--- src/q2e_pkg.sv ---
// Shared types, constants and tables for the quaternion to Euler/gravity block.
// Used by q2e_ctrl, q2e_datapath and the top level; depends on nothing.
`timescale 1ns / 1ps
package q2e_pkg;

	localparam int QW = 16;

	// configuration register indexes
	localparam logic [1:0] REG_ROLL  = 2'd0;
	localparam logic [1:0] REG_PITCH = 2'd1;
	localparam logic [1:0] REG_YAW   = 2'd2;

	// product codes for the shared multiplier
	localparam logic [3:0] P_II = 4'd0;
	localparam logic [3:0] P_JJ = 4'd1;
	localparam logic [3:0] P_KK = 4'd2;
	localparam logic [3:0] P_RR = 4'd3;
	localparam logic [3:0] P_IJ = 4'd4;
	localparam logic [3:0] P_RK = 4'd5;
	localparam logic [3:0] P_IK = 4'd6;
	localparam logic [3:0] P_RJ = 4'd7;
	localparam logic [3:0] P_JK = 4'd8;
	localparam logic [3:0] P_RI = 4'd9;

	// operand codes
	localparam logic [1:0] OP_I = 2'd0;
	localparam logic [1:0] OP_J = 2'd1;
	localparam logic [1:0] OP_K = 2'd2;
	localparam logic [1:0] OP_R = 2'd3;

	localparam logic signed [19:0] HALF_PI_Q16 = 20'sd102944;
	localparam logic signed [17:0] PI_Q13      = 18'sd25736;
	localparam logic signed [17:0] TWO_PI_Q13  = 18'sd51472;
	localparam logic signed [32:0] DEG_MUL     = 33'sd58671;
	localparam logic signed [16:0] DEG_LIM     = 17'sd23040;
	localparam logic signed [17:0] ONE_Q14     = 18'sd16384;

	typedef struct packed {
		logic [1:0] a_sel;
		logic [1:0] b_sel;
		logic       neg;
	} mul_op_t;

	typedef struct packed {
		logic       load_in;
		logic       mul_en;
		logic       mul_to_s;
		logic       mul_clr;
		logic [3:0] mul_sel;
		logic       div_load;
		logic       div_step;
		logic       term_store;
		logic [2:0] term_idx;
		logic       cor_load;
		logic       cor_step;
		logic [3:0] cor_k;
		logic [1:0] ang_idx;
		logic       fin_wrap;
		logic       fin_store;
		logic       out_load;
		logic       upd;
	} cmd_t;

	typedef struct packed {
		logic s_zero;
		logic out_free;
	} sts_t;

	function automatic mul_op_t mul_ops(input logic [3:0] sel);
		mul_op_t o;
		o = '{a_sel: OP_I, b_sel: OP_I, neg: 1'b0};
		case (sel)
			P_II: o = '{a_sel: OP_I, b_sel: OP_I, neg: 1'b0};
			P_JJ: o = '{a_sel: OP_J, b_sel: OP_J, neg: 1'b0};
			P_KK: o = '{a_sel: OP_K, b_sel: OP_K, neg: 1'b0};
			P_RR: o = '{a_sel: OP_R, b_sel: OP_R, neg: 1'b0};
			P_IJ: o = '{a_sel: OP_I, b_sel: OP_J, neg: 1'b0};
			P_RK: o = '{a_sel: OP_R, b_sel: OP_K, neg: 1'b0};
			P_IK: o = '{a_sel: OP_I, b_sel: OP_K, neg: 1'b0};
			P_RJ: o = '{a_sel: OP_R, b_sel: OP_J, neg: 1'b1};
			P_JK: o = '{a_sel: OP_J, b_sel: OP_K, neg: 1'b0};
			P_RI: o = '{a_sel: OP_R, b_sel: OP_I, neg: 1'b0};
			default: o = '{a_sel: OP_I, b_sel: OP_I, neg: 1'b0};
		endcase
		return o;
	endfunction

	// two products that make up each matrix term
	function automatic logic [3:0] term_prod(input logic [2:0] t, input logic second);
		logic [3:0] p;
		p = P_II;
		case (t)
			3'd0: p = second ? P_II : P_RR;
			3'd1: p = second ? P_RK : P_IJ;
			3'd2: p = second ? P_RJ : P_IK;
			3'd3: p = second ? P_RI : P_JK;
			3'd4: p = second ? P_KK : P_RR;
			default: p = P_II;
		endcase
		return p;
	endfunction

	// arctangent table, Q0.16 radians
	function automatic logic [15:0] atan_tab(input logic [3:0] k);
		logic [15:0] v;
		v = 16'd0;
		case (k)
			4'd0:  v = 16'd51472;
			4'd1:  v = 16'd30386;
			4'd2:  v = 16'd16055;
			4'd3:  v = 16'd8150;
			4'd4:  v = 16'd4091;
			4'd5:  v = 16'd2047;
			4'd6:  v = 16'd1024;
			4'd7:  v = 16'd512;
			4'd8:  v = 16'd256;
			4'd9:  v = 16'd128;
			4'd10: v = 16'd64;
			4'd11: v = 16'd32;
			4'd12: v = 16'd16;
			4'd13: v = 16'd8;
			4'd14: v = 16'd4;
			4'd15: v = 16'd2;
			default: v = 16'd0;
		endcase
		return v;
	endfunction

endpackage

--- src/q2e_ctrl.sv ---
// Sequencer for the quaternion conversion: steps the shared multiplier,
// divider and CORDIC unit of q2e_datapath. Depends on q2e_pkg.
`timescale 1ns / 1ps
module q2e_ctrl (
	input  logic            clk,
	input  logic            arst_n,
	input  logic            in_valid,
	output logic            in_stall,
	input  q2e_pkg::sts_t   sts,
	output q2e_pkg::cmd_t   cmd
);
	import q2e_pkg::*;

	localparam logic [3:0] ST_IDLE = 4'd0;
	localparam logic [3:0] ST_SUM  = 4'd1;
	localparam logic [3:0] ST_CHK  = 4'd2;
	localparam logic [3:0] ST_MUL  = 4'd3;
	localparam logic [3:0] ST_DIVL = 4'd4;
	localparam logic [3:0] ST_DIV  = 4'd5;
	localparam logic [3:0] ST_TST  = 4'd6;
	localparam logic [3:0] ST_CORL = 4'd7;
	localparam logic [3:0] ST_COR  = 4'd8;
	localparam logic [3:0] ST_FIN1 = 4'd9;
	localparam logic [3:0] ST_FIN2 = 4'd10;
	localparam logic [3:0] ST_OUT  = 4'd11;

	logic [3:0] state_q, state_d;
	logic [4:0] cnt_q, cnt_d;
	logic [2:0] idx_q, idx_d;
	logic       upd_q, upd_d;

	assign in_stall = (state_q != ST_IDLE);

	always_comb begin
		state_d = state_q;
		cnt_d   = cnt_q + 5'd1;
		idx_d   = idx_q;
		upd_d   = upd_q;
		cmd     = '0;
		cmd.term_idx = idx_q;
		cmd.ang_idx  = idx_q[1:0];
		cmd.cor_k    = cnt_q[3:0];
		case (state_q)
			ST_IDLE: begin
				cnt_d = 5'd0;
				if (in_valid) begin
					cmd.load_in = 1'b1;
					state_d = ST_SUM;
				end
			end
			ST_SUM: begin
				cmd.mul_en   = 1'b1;
				cmd.mul_to_s = 1'b1;
				cmd.mul_clr  = (cnt_q == 5'd0);
				cmd.mul_sel  = cnt_q[3:0];
				if (cnt_q == 5'd3) state_d = ST_CHK;
			end
			ST_CHK: begin
				cnt_d = 5'd0;
				idx_d = 3'd0;
				if (sts.s_zero) begin
					upd_d = 1'b0;
					state_d = ST_OUT;
				end else begin
					state_d = ST_MUL;
				end
			end
			ST_MUL: begin
				cmd.mul_en  = 1'b1;
				cmd.mul_clr = (cnt_q == 5'd0);
				cmd.mul_sel = term_prod(idx_q, cnt_q[0]);
				if (cnt_q == 5'd1) state_d = ST_DIVL;
			end
			ST_DIVL: begin
				cmd.div_load = 1'b1;
				cnt_d = 5'd0;
				state_d = ST_DIV;
			end
			ST_DIV: begin
				cmd.div_step = 1'b1;
				if (cnt_q == 5'd16) state_d = ST_TST;
			end
			ST_TST: begin
				cmd.term_store = 1'b1;
				cnt_d = 5'd0;
				if (idx_q == 3'd4) begin
					idx_d = 3'd0;
					state_d = ST_CORL;
				end else begin
					idx_d = idx_q + 3'd1;
					state_d = ST_MUL;
				end
			end
			ST_CORL: begin
				cmd.cor_load = 1'b1;
				cnt_d = 5'd0;
				state_d = ST_COR;
			end
			ST_COR: begin
				cmd.cor_step = 1'b1;
				if (cnt_q == 5'd15) state_d = ST_FIN1;
			end
			ST_FIN1: begin
				cmd.fin_wrap = 1'b1;
				state_d = ST_FIN2;
			end
			ST_FIN2: begin
				cmd.fin_store = 1'b1;
				if (idx_q == 3'd2) begin
					upd_d = 1'b1;
					state_d = ST_OUT;
				end else begin
					idx_d = idx_q + 3'd1;
					state_d = ST_CORL;
				end
			end
			ST_OUT: begin
				cmd.upd = upd_q;
				if (sts.out_free) begin
					cmd.out_load = 1'b1;
					state_d = ST_IDLE;
				end
			end
			default: state_d = ST_IDLE;
		endcase
	end

	always_ff @(posedge clk or negedge arst_n) begin
		if (!arst_n) begin
			state_q <= ST_IDLE;
			cnt_q   <= 5'd0;
			idx_q   <= 3'd0;
			upd_q   <= 1'b0;
		end else begin
			state_q <= state_d;
			cnt_q   <= cnt_d;
			idx_q   <= idx_d;
			upd_q   <= upd_d;
		end
	end

endmodule

--- src/q2e_datapath.sv ---
// Datapath: multiply-accumulate, restoring divider, CORDIC atan2, angle
// finishing, held results and output register. Depends on q2e_pkg.
`timescale 1ns / 1ps
module q2e_datapath (
	input  logic                 clk,
	input  logic                 arst_n,
	input  q2e_pkg::cmd_t        cmd,
	output q2e_pkg::sts_t        sts,
	input  logic signed [15:0]   quat_i,
	input  logic signed [15:0]   quat_j,
	input  logic signed [15:0]   quat_k,
	input  logic signed [15:0]   quat_real,
	input  logic                 cfg_we,
	input  logic [1:0]           cfg_index,
	input  logic [15:0]          cfg_data,
	output logic                 out_valid,
	input  logic                 out_stall,
	output logic signed [15:0]   roll_deg,
	output logic signed [15:0]   pitch_deg,
	output logic signed [15:0]   yaw_deg,
	output logic signed [15:0]   grav_x,
	output logic signed [15:0]   grav_y,
	output logic signed [15:0]   grav_z,
	output logic                 updated
);
	import q2e_pkg::*;

	logic signed [15:0] q_q [4];
	logic signed [15:0] off_q [3];
	logic signed [15:0] held_ang_q [3];
	logic signed [15:0] held_g_q [3];
	logic signed [15:0] c_q [5];
	logic        [32:0] s_q;
	logic signed [33:0] p_q;
	logic        [32:0] rem_q;
	logic        [16:0] nlo_q;
	logic        [16:0] quo_q;
	logic               neg_q;
	logic signed [27:0] x_q, y_q;
	logic signed [19:0] z_q;
	logic               cz_q;
	logic signed [15:0] a_q;
	logic               out_valid_q;

	// multiplier
	mul_op_t            mop;
	logic signed [15:0] opa, opb;
	logic signed [31:0] prod;
	logic signed [33:0] prod34;

	assign mop    = mul_ops(cmd.mul_sel);
	assign opa    = q_q[mop.a_sel];
	assign opb    = q_q[mop.b_sel];
	assign prod   = opa * opb;
	assign prod34 = {{2{prod[31]}}, prod};

	// divider
	logic        [33:0] mag;
	logic        [48:0] num;
	logic        [33:0] trial;
	logic               fits;

	assign mag   = p_q[33] ? 34'(-p_q) : 34'(p_q);
	assign num   = {mag[32:0], 15'd0} + {17'd0, s_q[32:1]};
	assign trial = {rem_q, nlo_q[16]};
	assign fits  = (trial >= {1'b0, s_q});

	// term finish
	logic signed [17:0] tv, tm;
	logic signed [15:0] c_new;

	always_comb begin
		tv = neg_q ? -$signed({1'b0, quo_q}) : $signed({1'b0, quo_q});
		tm = (cmd.term_idx == 3'd0 || cmd.term_idx == 3'd4) ? tv - ONE_Q14 : tv;
		if (tm > ONE_Q14)       c_new = 16'sd16384;
		else if (tm < -ONE_Q14) c_new = -16'sd16384;
		else                    c_new = tm[15:0];
	end

	// CORDIC
	logic signed [16:0] cy, cx;
	logic signed [27:0] x0, y0, xs, ys;
	logic        [15:0] at;

	always_comb begin
		case (cmd.ang_idx)
			2'd0:    begin cy = -17'(c_q[2]); cx = 17'(c_q[4]); end
			2'd1:    begin cy = -17'(c_q[3]); cx = 17'(c_q[4]); end
			default: begin cy = 17'(c_q[1]);  cx = -17'(c_q[0]); end
		endcase
		x0 = {{3{cx[16]}}, cx, 8'd0};
		y0 = {{3{cy[16]}}, cy, 8'd0};
		xs = x_q >>> cmd.cor_k;
		ys = y_q >>> cmd.cor_k;
	end
	assign at = atan_tab(cmd.cor_k);

	// angle finish
	logic signed [19:0] zr;
	logic signed [16:0] ang;
	logic signed [17:0] asum, awrap;
	logic signed [32:0] a33, dm, dr;
	logic signed [15:0] deg;

	always_comb begin
		zr   = z_q + 20'sd4;
		ang  = cz_q ? 17'sd0 : zr[19:3];
		asum = {ang[16], ang} + {{2{off_q[cmd.ang_idx][15]}}, off_q[cmd.ang_idx]};
		awrap = asum;
		if (awrap > PI_Q13)  awrap = awrap - TWO_PI_Q13;
		if (awrap < -PI_Q13) awrap = awrap + TWO_PI_Q13;
		a33 = {{17{a_q[15]}}, a_q};
		dm  = a33 * DEG_MUL;
		dr  = (dm + 33'sd32768) >>> 16;
		if (dr > 33'(DEG_LIM))       deg = 16'sd23040;
		else if (dr < -33'(DEG_LIM)) deg = -16'sd23040;
		else                         deg = dr[15:0];
	end

	assign sts.s_zero   = (s_q == 33'd0);
	assign sts.out_free = !out_valid_q || !out_stall;
	assign out_valid    = out_valid_q;

	// control and architectural state
	always_ff @(posedge clk or negedge arst_n) begin
		if (!arst_n) begin
			out_valid_q <= 1'b0;
			for (int n = 0; n < 3; n++) begin
				off_q[n]      <= '0;
				held_ang_q[n] <= '0;
				held_g_q[n]   <= '0;
			end
		end else begin
			if (cmd.out_load)               out_valid_q <= 1'b1;
			else if (out_valid_q && !out_stall) out_valid_q <= 1'b0;
			if (cfg_we) begin
				case (cfg_index)
					REG_ROLL:  off_q[0] <= cfg_data;
					REG_PITCH: off_q[1] <= cfg_data;
					REG_YAW:   off_q[2] <= cfg_data;
					default: ;
				endcase
			end
			if (cmd.fin_store) begin
				held_ang_q[cmd.ang_idx] <= deg;
				if (cmd.ang_idx == REG_YAW) begin
					held_g_q[0] <= c_q[2];
					held_g_q[1] <= c_q[3];
					held_g_q[2] <= c_q[4];
				end
			end
		end
	end

	// working registers
	always_ff @(posedge clk) begin
		if (cmd.load_in) begin
			q_q[OP_I] <= quat_i;
			q_q[OP_J] <= quat_j;
			q_q[OP_K] <= quat_k;
			q_q[OP_R] <= quat_real;
		end
		if (cmd.mul_en) begin
			if (cmd.mul_to_s)
				s_q <= (cmd.mul_clr ? 33'd0 : s_q) + {1'b0, prod[31:0]};
			else
				p_q <= (cmd.mul_clr ? 34'sd0 : p_q) + (mop.neg ? -prod34 : prod34);
		end
		if (cmd.div_load) begin
			rem_q <= {1'b0, num[48:17]};
			nlo_q <= num[16:0];
			quo_q <= '0;
			neg_q <= p_q[33];
		end else if (cmd.div_step) begin
			rem_q <= fits ? 33'(trial - {1'b0, s_q}) : trial[32:0];
			nlo_q <= {nlo_q[15:0], 1'b0};
			quo_q <= {quo_q[15:0], fits};
		end
		if (cmd.term_store) c_q[cmd.term_idx] <= c_new;
		if (cmd.cor_load) begin
			cz_q <= (cx == 17'sd0) && (cy == 17'sd0);
			if (x0 < 0) begin
				if (y0 >= 0) begin
					x_q <= y0; y_q <= -x0; z_q <= HALF_PI_Q16;
				end else begin
					x_q <= -y0; y_q <= x0; z_q <= -HALF_PI_Q16;
				end
			end else begin
				x_q <= x0; y_q <= y0; z_q <= 20'sd0;
			end
		end else if (cmd.cor_step) begin
			if (y_q > 0) begin
				x_q <= x_q + ys; y_q <= y_q - xs; z_q <= z_q + $signed({4'd0, at});
			end else begin
				x_q <= x_q - ys; y_q <= y_q + xs; z_q <= z_q - $signed({4'd0, at});
			end
		end
		if (cmd.fin_wrap) a_q <= awrap[15:0];
		if (cmd.out_load) begin
			roll_deg  <= held_ang_q[0];
			pitch_deg <= held_ang_q[1];
			yaw_deg   <= held_ang_q[2];
			grav_x    <= held_g_q[0];
			grav_y    <= held_g_q[1];
			grav_z    <= held_g_q[2];
			updated   <= cmd.upd;
		end
	end

endmodule

--- src/quaternion_to_euler_gravity_top.sv ---
// A normal sample runs the squares of i, j, k and real and a zero check, then 5 terms of 2
// multiplies + divider load + 17 divider steps + store, then 3 angles of load + 16 CORDIC steps
// + wrap + store, then the output load. A zero-norm sample skips straight to the output load.
// A new sample is not taken while one is in progress; the next input transaction is
// taken once the result is in the output register, and a stalled result holds that back.
// Reset (arst_n low, asynchronous): offsets, held angles and gravity clear.
`timescale 1ns / 1ps
module quaternion_to_euler_gravity_top (
	input  logic               clk,
	input  logic               arst_n,
	// input channel: one quaternion sample per transaction
	input  logic               in_valid,
	output logic               in_stall,
	input  logic signed [15:0] quat_i,
	input  logic signed [15:0] quat_j,
	input  logic signed [15:0] quat_k,
	input  logic signed [15:0] quat_real,
	// configuration write port, offsets in Q2.13 radians
	input  logic               cfg_we,
	input  logic [1:0]         cfg_index,
	input  logic [15:0]        cfg_data,
	// output channel: angles in 1/128 degree, gravity in Q14
	output logic               out_valid,
	input  logic               out_stall,
	output logic signed [15:0] roll_deg,
	output logic signed [15:0] pitch_deg,
	output logic signed [15:0] yaw_deg,
	output logic signed [15:0] grav_x,
	output logic signed [15:0] grav_y,
	output logic signed [15:0] grav_z,
	output logic               updated
);
	import q2e_pkg::*;

	cmd_t cmd;
	sts_t sts;

	// sequencer: holds in_stall high for the whole of a sample
	q2e_ctrl u_ctrl (
		.clk      (clk),
		.arst_n   (arst_n),
		.in_valid (in_valid),
		.in_stall (in_stall),
		.sts      (sts),
		.cmd      (cmd)
	);

	// arithmetic, held state and the output register
	q2e_datapath u_dp (
		.clk       (clk),
		.arst_n    (arst_n),
		.cmd       (cmd),
		.sts       (sts),
		.quat_i    (quat_i),
		.quat_j    (quat_j),
		.quat_k    (quat_k),
		.quat_real (quat_real),
		.cfg_we    (cfg_we),
		.cfg_index (cfg_index),
		.cfg_data  (cfg_data),
		.out_valid (out_valid),
		.out_stall (out_stall),
		.roll_deg  (roll_deg),
		.pitch_deg (pitch_deg),
		.yaw_deg   (yaw_deg),
		.grav_x    (grav_x),
		.grav_y    (grav_y),
		.grav_z    (grav_z),
		.updated   (updated)
	);

endmodule
--- config.mk ---
export PLATFORM = sky130hd
export DESIGN_NAME = quaternion_to_euler_gravity_top
export DESIGN_NICKNAME = d
export VERILOG_FILES = /design/src/q2e_pkg.sv /design/src/q2e_ctrl.sv /design/src/q2e_datapath.sv /design/src/quaternion_to_euler_gravity_top.sv
export SDC_FILE = /design/constraint.sdc
export NUM_CORES = 2
export LEC_CHECK = 0
export BUFFER_PORTS_ARGS = -buffer_cell sky130_fd_sc_hd__buf_2
export CELL_PAD_IN_SITES_DETAIL_PLACEMENT = 1
export CELL_PAD_IN_SITES_GLOBAL_PLACEMENT = 2
export CORE_ASPECT_RATIO = 0.75
export CORE_UTILIZATION = 41
export DETAILED_ROUTE_END_ITERATION = 16
export PLACE_DENSITY_LB_ADDON = 0.3
export SYNTH_ARGS = -nofsm -noshare
export SYNTH_HDL_FRONTEND = slang
export SYNTH_HIERARCHICAL = 1
export SYNTH_SLANG_ARGS = --single-unit
--- constraint.sdc ---
create_clock -name clk -period 13.07 [get_ports clk]
set_clock_uncertainty 0.2 [all_clocks]
set_input_delay 1.9605 -clock clk [delete_from_list [all_inputs] [get_ports clk]]
set_output_delay 1.9605 -clock clk [all_outputs]
set_load 0.02 [all_outputs]
==> impl_metrics.tcl <==
set metrics [dict create \
    grt_max_degree 85 \
    final_common_cell "inv_1" \
    crit_type "reg2reg" \
    p_leak_nw 28.5 \
    htreeDepth 3 \
    cts_tree "yes" \
    worstSetupStartpoint "u_ctrl/state_q[3]" \
    drv_cap 0 \
    holdWs_ns 0.243 \
    cp_top_family "adder cells" \
    p_comb_share_pct 7.7 \
    cp.arrival_ns 12.64 \
    cp_max_fo 23 \
    final_core_util_pct 45.3 \
    synthFlopType "edfxtp_1" \
    status "finished, final reports clean" \
    vdd_drop_max_mv 0.0825 \
    powerDensity_nw_per_um2 72.4 \
    cp.required_ns 13.28 \
    avgRoutedWirePerCell_um 21.9 \
    syn_nets 7028 \
    coreArea_um2 143000 \
    reg2regPathDepth 43 \
    r2r-end "u_dp/p_q[33]" \
    numClockSinks 627 \
    path_clk_slew_ns 0.06 \
    synth_top_area_share_pct 22.9 \
    power.internal_mw 3.50 \
    worst_slew_pin_slew_ns 1.24 \
    fin_tns_setup_ns 0 \
    syn_area_um2 59200 \
    cts_buffer_depth 3 \
    rows 120 \
    dp_hpwl_um 141000 \
    hold_buffers 0 \
    crit_path_max_incr_delay_ns 0.75 \
    drt_iter0_markers 3124 \
    rsz0062_at_grt "true" \
    port_buffers 185 \
    synth-edff-count 451 \
    gp_congestion 0.901 \
    synthToLayoutAreaGrowth_pct 9.49 \
    slew-limit-headroom_pct 17.5 \
    insertedDiodeCount 0 \
    yosys.area.top_type "edfxtp_1" \
    dieArea_um2 146000 \
    synth_area_leaders "edfxtp_1 23%, fa_1 12%, ha_1 9.9%" \
    fmax_mhz 80.5 \
    power.clock.fraction_pct 46.2 \
    swShare_pct 25.4 \
    drcViolationCount 0 \
    ys_warn_count 6 \
    min_to "u_dp/grav_y[15]" \
    vias 46262 \
    final_max_slew_viol_count 0 \
    cts_buffers 73 \
    firstDrtPassIters 6 \
    grt.total_usage_pct 24.6 \
    ys_types 113 \
    critPathCaptureType "flop" \
    critPathLaunchType "flop" \
    whs_path_depth 0 \
    setup_viol 0 \
    layout_common_cells "620 x inv_1, 525 x nand2_1, 523 x nor2_1" \
    grt_pass1_wl_um 282000 \
    cp_common_cell "fa_1" \
    reg2reg_slack_ns 0.64 \
    pin_count 186 \
    grt_antenna_before_repair 3 \
    die_h_um 331 \
    r2r_start "u_ctrl/state_q[3]" \
    fin_ws_ns 0.642 \
    postRouteWirelength_um 179000 \
    drive_gt1_share_pct 11.3 \
    path_buf_inv 7 \
    ys_ff_latch 627 \
    p_seq_share_pct 46.2 \
    overflow 0 \
    min_period_ns 12.43 \
    clockRootBuffer "clkbuf_16" \
    grt_pass1_vias 48447 \
    ant_nets 0 \
    synthCells 6113 \
    insertion_delay_ns 0.70 \
    worst_hold_startpoint "u_dp/held_g_q[31]" \
    initial_utilization_pct 41.4 \
    place_ws_ns 0.588 \
    synthArstFlopShare_pct 25.2 \
    nets 7150 \
    vias_per_cell 5.65 \
    hold_class "reg2reg" \
    die_w_um 441 \
    switchingPower_mw 1.19 \
    finalHoldViolCount 0 \
    post-route-period-util_pct 95.1 \
    cp_slowest_cell "mux4_2" \
    avgSynthCellArea_um2 9.69 \
    seq_area_frac_synth_pct 30.2 \
]
-- worst max path at each step --
stage,endpoint,cells after the start,slack [ns]
2_1_floorplan,u_dp/p_q[33],47,1.59
3_3_place_gp,u_dp/p_q[33],44,0.77
3_5_place_dp,u_dp/p_q[33],44,0.59
4_1_cts,u_dp/p_q[33],44,0.51
5_1_grt,u_dp/p_q[33],44,-0.03
6_report,u_dp/p_q[33],43,0.64
-- worst reg2reg max path, delay by kind of cell (launching register included) --
| family | cells | cell delay (ns) |
|---|---|---|
| buf+inv | 7 | 0.89 |
| mux | 1 | 0.76 |
| flops | 1 | 0.57 |
| simple gates | 11 | 2.75 |
| fa+ha+maj | 9 | 4.23 |
| compound gates | 12 | 2.24 |
| xor+xnor | 3 | 0.52 |
-- layer usage --
layer / wire, um / GRT usage, % / vias to the layer above
met5: 0 / 0 / -
met3: 7690 / 3.20 / 180
met1: 83500 / 34.4 / 23564
li1: - / - / 21653
met2: 84500 / 40.9 / 865
met4: 3450 / 4.99 / 0
-- Yosys cell counts, types with 38 or more instances --
cell type and number:
inv_1 620, nand2_1 526, nor2_1 526, ha_1 470, edfxtp_1 451, fa_1 358, a21oi_1 308, o21ai_0 300
xnor2_1 270, xor2_1 191, mux2i_1 190, mux2_2 159, dfrtp_1 158, clkbuf_1 153, nor3_1 115, nand3_1 111
a21o_1 86, nor2b_1 78, o31ai_1 69, mux4_2 61, and3_1 58, and2_1 54, o211ai_1 54, o21a_1 54
nand2b_1 50, a31oi_1 49, nor4_1 44, or3_1 44, o21bai_1 38
-- final cells by class --
class                      instances  area, um2
tap                             1891       2370
clock buffer                      88       1940
fill                           16175      78200
sequential                       627      17900
clock inverter                    47        572
inverter                         623       2340
multi-input combinational       4640      38200
timing repair buffer             270       1570
-- registers in the layout, indices dropped and copies added, names as in the netlist, 17 cells and up --
register         cells
u_dp/nlo_q          17
u_dp/q_q            64
u_dp/off_q          48
u_dp/y_q            28
u_dp/rem_q          33
u_dp/s_q            33
u_dp/quo_q          17
u_dp/z_q            20
u_dp/held_ang_q     48
u_dp/p_q            34
u_dp/c_q            80
u_dp/x_q            28
u_dp/held_g_q       48
-- logic make-up after synthesis --
group / synth area share, %
buffers and inverters: 5.54
and+or+nand+nor: 14.0
adders and majority gates: 22.1
xor gates and xnor gates: 6.82
AOI/OAI and AO/OA: 12.8
muxes: 8.60
DFF: 30.2
-- stage by stage --
stage               total power [mW]  instance area, um2  cells
floorplan                       2.45               59200   6113
global placement                2.56               62300   8048
detailed placement              2.57               62300   8048
CTS                             4.76               64800   8183
global route                    4.85               64800   8186
finish                          4.70               64800   8186
-- power groups by stage --
stage | sequential [mW] | combinational [mW] | clock, mW
3_3_place_gp | 2.21 | 0.350 | 0
2_1_floorplan | 2.20 | 0.249 | 0
6_report | 2.17 | 0.360 | 2.17
5_1_grt | 2.17 | 0.391 | 2.29
3_5_place_dp | 2.21 | 0.357 | 0
4_1_cts | 2.17 | 0.362 | 2.23
-- what timing repair did --
item / 4_1_cts / 5_1_grt
buffers inserted: 0 / 3
resized for setup: 0 / 8
endpoints found under the setup margin: 0 / 8
Power figures use the tool's default switching activity.
